===== src/rtl/knn_pkg.sv =====
`timescale 1ns / 1ps

package knn_pkg;

  localparam int K_MAX   = 8;
  localparam int COORD_W = 16;
  localparam int MAG_W   = 16;
  localparam int SQ_W    = 2 * MAG_W;
  localparam int DIST_W  = 34;
  localparam int CNT_W   = $clog2(K_MAX + 1);
  localparam int NC_W    = 4;
  localparam int CFG_IDX_W = 2;

  typedef logic [DIST_W-1:0] dist_t;
  typedef logic [CNT_W-1:0]  cnt_t;

  typedef enum logic [CFG_IDX_W-1:0] {
    REG_QUERY_X        = 2'd0,
    REG_QUERY_Y        = 2'd1,
    REG_NEIGHBOR_COUNT = 2'd2
  } cfg_reg_t;

endpackage


===== src/rtl/knn_two_class_classifier.sv =====
`timescale 1ns / 1ps

// Two-class k-nearest-neighbor classifier. Labelled training points stream in at one item per
// cycle while in_stall is low; each is taken through a four-stage distance pipeline (input
// register, absolute differences, squares, squared distance) and then inserted into a sorted
// list of the K_MAX nearest points by parallel compare-and-shift, so the sustained rate is one
// item per clock when nothing stalls. An item marked last produces one result: the majority
// label of the first k entries (tie goes to red) and the number of entries that voted; the
// list is then cleared. The pipeline stalls only when a last item reaches the list while the
// previous result is still waiting on the output; the items behind it then wait and the input
// is held off once every stage is full. The query registers and k are written through the
// cfg port (always ready) by the user while the block is idle; the block does not enforce it.
module knn_two_class_classifier (
  input  logic                              clk,
  input  logic                              rst_n,
  input  logic                              in_valid,
  output logic                              in_stall,
  input  logic signed [knn_pkg::COORD_W-1:0] in_point_x,
  input  logic signed [knn_pkg::COORD_W-1:0] in_point_y,
  input  logic                              in_label_red,
  input  logic                              in_last_point,
  output logic                              out_valid,
  input  logic                              out_stall,
  output logic                              out_class_red,
  output logic [knn_pkg::NC_W-1:0]          out_neighbors_found,
  input  logic                              cfg_valid,
  output logic                              cfg_ready,
  input  logic [knn_pkg::CFG_IDX_W-1:0]     cfg_index,
  input  logic [knn_pkg::COORD_W-1:0]       cfg_data
);
  import knn_pkg::*;

  // configuration
  logic signed [COORD_W-1:0] query_x_r, query_y_r;
  logic [NC_W-1:0]           neighbor_count_r;

  // pipeline stages
  logic                      s1_valid_r, s2_valid_r, s3_valid_r, s4_valid_r;
  logic                      s1_label_r, s2_label_r, s3_label_r, s4_label_r;
  logic                      s1_last_r,  s2_last_r,  s3_last_r,  s4_last_r;
  logic signed [COORD_W-1:0] s1_x_r, s1_y_r;
  logic [MAG_W-1:0]          s2_ax_r, s2_ay_r;
  logic [SQ_W-1:0]           s3_sqx_r, s3_sqy_r;
  dist_t                     s4_dist_r;

  logic signed [COORD_W:0]   diff_x, diff_y;
  logic [COORD_W:0]          abs_x, abs_y;

  // neighbor list
  dist_t                     best_distance_r [K_MAX];
  dist_t                     best_distance_nxt [K_MAX];
  logic [K_MAX-1:0]          best_label_r, best_label_nxt;
  logic [K_MAX-1:0]          slot_valid_r, slot_valid_nxt;
  dist_t                     ins_distance [K_MAX];
  logic [K_MAX-1:0]          ins_label, ins_valid, le;

  // vote and output
  cnt_t                      k_eff, found_cnt, red_cnt;
  logic                      vote_red;
  logic                      out_valid_r, out_valid_nxt;
  logic                      out_class_red_r;
  logic [NC_W-1:0]           out_found_r;

  // handshake
  logic adv4, rdy4, rdy3, rdy2, rdy1;
  logic load1, load2, load3, load4, load_out;

  assign adv4     = s4_valid_r && (!s4_last_r || !out_valid_r || !out_stall);
  assign rdy4     = !s4_valid_r || adv4;
  assign rdy3     = !s3_valid_r || rdy4;
  assign rdy2     = !s2_valid_r || rdy3;
  assign rdy1     = !s1_valid_r || rdy2;
  assign load1    = in_valid && rdy1;
  assign load2    = s1_valid_r && rdy2;
  assign load3    = s2_valid_r && rdy3;
  assign load4    = s3_valid_r && rdy4;
  assign load_out = adv4 && s4_last_r;

  assign in_stall  = !rdy1;
  assign cfg_ready = 1'b1;

  always_ff @(posedge clk) begin
    if (!rst_n) begin
      query_x_r        <= '0;
      query_y_r        <= '0;
      neighbor_count_r <= NC_W'(1);
    end else if (cfg_valid && cfg_ready) begin
      unique case (cfg_reg_t'(cfg_index))
        REG_QUERY_X:        query_x_r        <= cfg_data;
        REG_QUERY_Y:        query_y_r        <= cfg_data;
        REG_NEIGHBOR_COUNT: neighbor_count_r <= cfg_data[NC_W-1:0];
        default: ;
      endcase
    end
  end

  // absolute differences
  always_comb begin
    diff_x = {s1_x_r[COORD_W-1], s1_x_r} - {query_x_r[COORD_W-1], query_x_r};
    diff_y = {s1_y_r[COORD_W-1], s1_y_r} - {query_y_r[COORD_W-1], query_y_r};
    abs_x  = diff_x[COORD_W] ? (COORD_W+1)'(-diff_x) : diff_x;
    abs_y  = diff_y[COORD_W] ? (COORD_W+1)'(-diff_y) : diff_y;
  end

  always_ff @(posedge clk) begin
    if (!rst_n) begin
      s1_valid_r <= 1'b0;
      s2_valid_r <= 1'b0;
      s3_valid_r <= 1'b0;
      s4_valid_r <= 1'b0;
    end else begin
      if (rdy1) s1_valid_r <= in_valid;
      if (rdy2) s2_valid_r <= s1_valid_r;
      if (rdy3) s3_valid_r <= s2_valid_r;
      if (rdy4) s4_valid_r <= s3_valid_r;
    end
  end

  always_ff @(posedge clk) begin
    if (load1) begin
      s1_x_r     <= in_point_x;
      s1_y_r     <= in_point_y;
      s1_label_r <= in_label_red;
      s1_last_r  <= in_last_point;
    end
    if (load2) begin
      s2_ax_r    <= abs_x[MAG_W-1:0];
      s2_ay_r    <= abs_y[MAG_W-1:0];
      s2_label_r <= s1_label_r;
      s2_last_r  <= s1_last_r;
    end
    if (load3) begin
      s3_sqx_r   <= s2_ax_r * s2_ax_r;
      s3_sqy_r   <= s2_ay_r * s2_ay_r;
      s3_label_r <= s2_label_r;
      s3_last_r  <= s2_last_r;
    end
    if (load4) begin
      s4_dist_r  <= DIST_W'(s3_sqx_r) + DIST_W'(s3_sqy_r);
      s4_label_r <= s3_label_r;
      s4_last_r  <= s3_last_r;
    end
  end

  // compare-and-shift insertion, equal distances stay ahead
  genvar g;
  generate
    for (g = 0; g < K_MAX; g++) begin : g_slot
      assign le[g] = slot_valid_r[g] && (best_distance_r[g] <= s4_dist_r);
      if (g == 0) begin : g_head
        always_comb begin
          if (le[g]) begin
            ins_distance[g] = best_distance_r[g];
            ins_label[g]    = best_label_r[g];
            ins_valid[g]    = slot_valid_r[g];
          end else begin
            ins_distance[g] = s4_dist_r;
            ins_label[g]    = s4_label_r;
            ins_valid[g]    = 1'b1;
          end
        end
      end else begin : g_tail
        always_comb begin
          if (le[g]) begin
            ins_distance[g] = best_distance_r[g];
            ins_label[g]    = best_label_r[g];
            ins_valid[g]    = slot_valid_r[g];
          end else if (le[g-1]) begin
            ins_distance[g] = s4_dist_r;
            ins_label[g]    = s4_label_r;
            ins_valid[g]    = 1'b1;
          end else begin
            ins_distance[g] = best_distance_r[g-1];
            ins_label[g]    = best_label_r[g-1];
            ins_valid[g]    = slot_valid_r[g-1];
          end
        end
      end
    end
  endgenerate

  // vote over the first k entries of the updated list
  always_comb begin
    if (neighbor_count_r == '0) begin
      k_eff = cnt_t'(1);
    end else if (CNT_W'(neighbor_count_r) > cnt_t'(K_MAX)) begin
      k_eff = cnt_t'(K_MAX);
    end else begin
      k_eff = CNT_W'(neighbor_count_r);
    end
    found_cnt = '0;
    red_cnt   = '0;
    for (int i = 0; i < K_MAX; i++) begin
      if (ins_valid[i] && (cnt_t'(i) < k_eff)) begin
        found_cnt = found_cnt + cnt_t'(1);
        red_cnt   = red_cnt + cnt_t'(ins_label[i]);
      end
    end
    vote_red = {red_cnt, 1'b0} >= {1'b0, found_cnt};
  end

  always_comb begin
    best_distance_nxt = best_distance_r;
    best_label_nxt    = best_label_r;
    slot_valid_nxt    = slot_valid_r;
    if (adv4) begin
      best_distance_nxt = ins_distance;
      best_label_nxt    = ins_label;
      slot_valid_nxt    = s4_last_r ? '0 : ins_valid;
    end
  end

  always_comb begin
    out_valid_nxt = out_valid_r && out_stall;
    if (load_out) out_valid_nxt = 1'b1;
  end

  always_ff @(posedge clk) begin
    if (!rst_n) begin
      slot_valid_r <= '0;
      out_valid_r  <= 1'b0;
    end else begin
      slot_valid_r <= slot_valid_nxt;
      out_valid_r  <= out_valid_nxt;
    end
  end

  always_ff @(posedge clk) begin
    best_distance_r <= best_distance_nxt;
    best_label_r    <= best_label_nxt;
    if (load_out) begin
      out_class_red_r <= vote_red;
      out_found_r     <= NC_W'(found_cnt);
    end
  end

  assign out_valid           = out_valid_r;
  assign out_class_red       = out_class_red_r;
  assign out_neighbors_found = out_found_r;

  // occupied slots always form a prefix of the list
  a_valid_prefix: assert property (@(posedge clk) disable iff (!rst_n)
    ((slot_valid_r >> 1) & ~slot_valid_r) == '0)
    else $error("neighbor list has a gap");

  // list stays sorted by distance
  generate
    for (g = 1; g < K_MAX; g++) begin : g_sorted
      a_sorted: assert property (@(posedge clk) disable iff (!rst_n)
        slot_valid_r[g] |-> (best_distance_r[g-1] <= best_distance_r[g]))
        else $error("neighbor list out of order");
    end
  endgenerate

  // a result clears the list
  a_clear_after_vote: assert property (@(posedge clk) disable iff (!rst_n)
    load_out |=> (slot_valid_r == '0))
    else $error("list not cleared after vote");

  // at least one neighbor votes and no more than the list holds
  a_found_range: assert property (@(posedge clk) disable iff (!rst_n)
    out_valid_r |-> (out_found_r != '0) && (CNT_W'(out_found_r) <= cnt_t'(K_MAX)))
    else $error("neighbor count out of range");

  // a pending result is never overwritten
  a_no_overwrite: assert property (@(posedge clk) disable iff (!rst_n)
    (out_valid_r && out_stall) |-> !load_out)
    else $error("result overwritten while stalled");

endmodule

===== config.mk =====
export PLATFORM = sky130hd
export DESIGN_NAME = knn_two_class_classifier
export DESIGN_NICKNAME = d
export VERILOG_FILES = /design/src/rtl/knn_pkg.sv /design/src/rtl/knn_two_class_classifier.sv
export SDC_FILE = /design/constraint.sdc
export NUM_CORES = 2
export LEC_CHECK = 0
export BUFFER_PORTS_ARGS = -buffer_cell sky130_fd_sc_hd__clkbuf_2
export CAP_MARGIN = 20
export CORE_ASPECT_RATIO = 1.75
export CORE_MARGIN = 3
export CORE_UTILIZATION = 25
export DETAILED_ROUTE_END_ITERATION = 10
export GPL_TIMING_DRIVEN = 0
export PLACE_DENSITY_LB_ADDON = 0.2
export SETUP_SLACK_MARGIN = 0.02
export SLEW_MARGIN = 15
export SYNTH_ARGS = -nofsm -noshare
export SYNTH_HDL_FRONTEND = slang
export SYNTH_SLANG_ARGS = --single-unit

===== constraint.sdc =====
create_clock -name clk -period 7.87 [get_ports clk]
set_input_delay 1.1805 -clock clk [delete_from_list [all_inputs] [get_ports clk]]
set_output_delay 1.1805 -clock clk [all_outputs]
set_load 0.05 [all_outputs]

==> impl_metrics.py <==
metrics = {
    "clock_network": {
        "cts_made_buffers": 54,
        "cts_sinks": 493,
        "clk_pin_slew_ns": 0.06,
        "cts_buffer_depth": 3,
        "cts-hold-fix-buffers": 0,
        "clk_latency_ns": 0.66,
        "tritoncts": "done",
        "clock-root-buffer": "clkbuf_16",
        "h-tree-depth": 2,
    },
    "critical_path": {
        "crit_path_start": "s4_dist_r[25]",
        "critical-path-slowest-cell": "edfxtp_1",
        "cpMostUsedCell": "ha_4",
        "crit_path_start_kind": "register",
        "regToRegStartpoint": "s4_dist_r[25]",
        "worstSetupEndpointType": "register",
        "crit_type": "reg2reg",
        "cp.required_ns": 8.28,
        "slowest_delay_ns": 0.48,
        "worstPathMaxFanout": 3,
        "cp.arrival_ns": 8.14,
    },
    "final_layout": {
        "final_layout_size_suffix_gt1_share_pct": 13.13,
        "fin_cells": 6436,
        "synthToLayoutAreaGrowth_pct": 16.43,
        "final_nets": 5126,
        "finalInstanceArea_um2": 49080,
    },
    "floorplanning": {
        "initial_core_util_pct": 25.25,
        "ios": 65,
        "die_x_um": 316.4,
        "placementRows": 198,
        "fp.coreArea_um2": 167000,
        "die_h_um": 549.2,
        "die-area_um2": 173800,
    },
    "job": {
        "max_cap_violations": 0,
    },
    "synth": {
        "syn_area_um2": 42160,
        "synth_edf_count": 444,
        "yosys.area.top_type_share_pct": 31.63,
        "ys_ff_latch": 493,
        "synth_cells": 3952,
        "synth_most_common_cell": "ha_1",
        "async_flop_share_pct": 0,
        "yosys-top-cells-area": "edfxtp_1, ha_1, fa_1",
        "synthTopCellsByCount": "ha_1, inv_1, edfxtp_1, nand2_1, fa_1",
        "ys.flop_type": "edfxtp_1",
        "yosysSeqAreaShare_pct": 33.95,
        "yosysUniqueCellTypes": 92,
        "ys_warn_count": 0,
        "yosysTopAreaCell": "edfxtp_1",
        "syn_area_per_cell_um2": 10.67,
    },
    "routing": {
        "dr_total_vias": 29383,
        "drtIter0Drc": 1169,
        "routed_wl_mm": 128.2,
        "vias_per_cell": 4.565,
        "drc": 0,
        "wire_per_inst_um": 19.92,
        "ant_nets": 0,
        "dr.pass1.iters": 4,
    },
    "run_status": {
        "status": "finished clean",
    },
    "sta": {
        "rsz0062_at_grt": "yes",
        "setup_viol": 0,
        "slew_viol_final": 0,
        "max_slew_margin_pct": 26.29,
        "hold_viol_final": 0,
        "timing.fmax_mhz": 129.3,
        "period_needed_ns": 7.732,
        "worst_slack_ns": 0.1380,
        "tightest_slew_ns": 1.102,
        "period_share_pct": 98.25,
        "fin_skew_ns": 0.04142,
    },
    "global_route": {
        "antenna_found_initial": 3,
        "grt_start_max_net_pins": 25,
        "grt_pass1_vias": 31944,
        "grt_pass1_wl_mm": 192.5,
        "grt-ovfl-total": 0,
        "grt_usage_pct": 14.82,
    },
    "placement": {
        "place.gp.congestion": 0.8261,
        "numPortBuffers": 62,
        "dpl_cell_area_um2": 45750,
        "placed_cells": 6233,
        "hpwl_mm": 104.8,
        "dp_slack_ns": -2.276,
    },
    "hold_path": {
        "worstHoldStart": "s1_last_r",
        "hp-class": "reg2reg",
    },
}
-- per-stage QoR --
| stage | hold slack (ns) | utilization [%] | setup TNS (ns) |
|---|---|---|---|
| 2_1_floorplan | 0.4003 | - | 0 |
| 3_3_place_gp | 0.4017 | 27.08 | -4.924 |
| 3_5_place_dp | 0.4072 | 27.40 | -2.996 |
| 4_1_cts | 0.4249 | 29.06 | -0.08544 |
| 5_1_grt | 0.4387 | 29.39 | -0.1939 |
| 6_report | 0.4266 | 29.39 | 0 |
-- area by class of cell --
type | count | area, um2
Clock inverter | 31 | 341.6
Multi-Input combinational cell | 2860 | 26210
Sequential cell | 493 | 14310
Fill cell | 17515 | 117900
Tap cell | 2200 | 2753
Inverter | 501 | 1997
Clock buffer | 71 | 1466
Antenna cell | 2 | 5.005
Timing Repair Buffer | 180 | 1513
Buffer | 98 | 486.7
-- state kept, by name (all words and copies together), names as in the netlist, 8 cells and up --
| signal | count |
|---|---|
| best_distance_r | 264 |
| s4_dist_r | 33 |
| s3_sqx_r | 31 |
| s3_sqy_r | 31 |
| query_x_r | 16 |
| query_y_r | 16 |
| s1_x_r | 16 |
| s1_y_r | 16 |
| s2_ax_r | 16 |
| s2_ay_r | 16 |
| best_label_r | 8 |
| slot_valid_r | 8 |
-- what timing repair did --
item	CTS	global route
setup buffers	66	34
setup endpoints to repair	5	5
pin swaps	19	28
gates resized for setup	118	60
-- critical path: cells and delay by family, from the launching register on --
kind | cells | cell delay (ns)
adders and majority gates | 10 | 2.48
AOI/OAI and AO/OA | 10 | 1.93
and+or+nand+nor | 8 | 1.28
muxes | 3 | 0.75
buffers and inverters | 3 | 0.53
DFF | 1 | 0.48
-- kinds of logic after synthesis --
group	after synthesis	share of synthesized area (%)
compound gates	721	10.75
xor+xnor	156	3.431
fa+ha+maj	881	32.03
buf+inv	600	5.378
flops	493	33.95
mux	120	3.179
other cells	2	0.01782
simple gates	979	11.26
-- placed cells by master (no fill, tap or decap), types with 99 or more instances in the layout --
cell / n
xnor2_1: 116
fa_1: 330
mux2_2: 105
buf_4: 99
nor2_1: 149
a21o_1: 99
o21ai_0: 224
ha_1: 532
nand2_1: 402
inv_1: 469
and2_1: 125
edfxtp_1: 444
a21oi_1: 156
-- per-layer routing --
layer | vias up | track usage [%] | wire length [um]
met3 | 206 | 1.248 | 2698
met1 | 14552 | 14.13 | 43710
li1 | 14198 | - | -
met2 | 427 | 30.82 | 74760
met5 | - | 0 | 0
met4 | 0 | 7.050 | 7012
-- path summary, 6_finish.rpt --
check,slack (ns),to,cells past startpoint
worst max-delay path,0.14,out_class_red,34
worst min-delay path,0.43,s2_last_r,0
worst max register to register,0.14,out_class_red,34
worst min register to register,0.43,s2_last_r,0
Power is not shown: default switching activity piles up to over one toggle a cycle in this logic, so the estimate is an artifact.
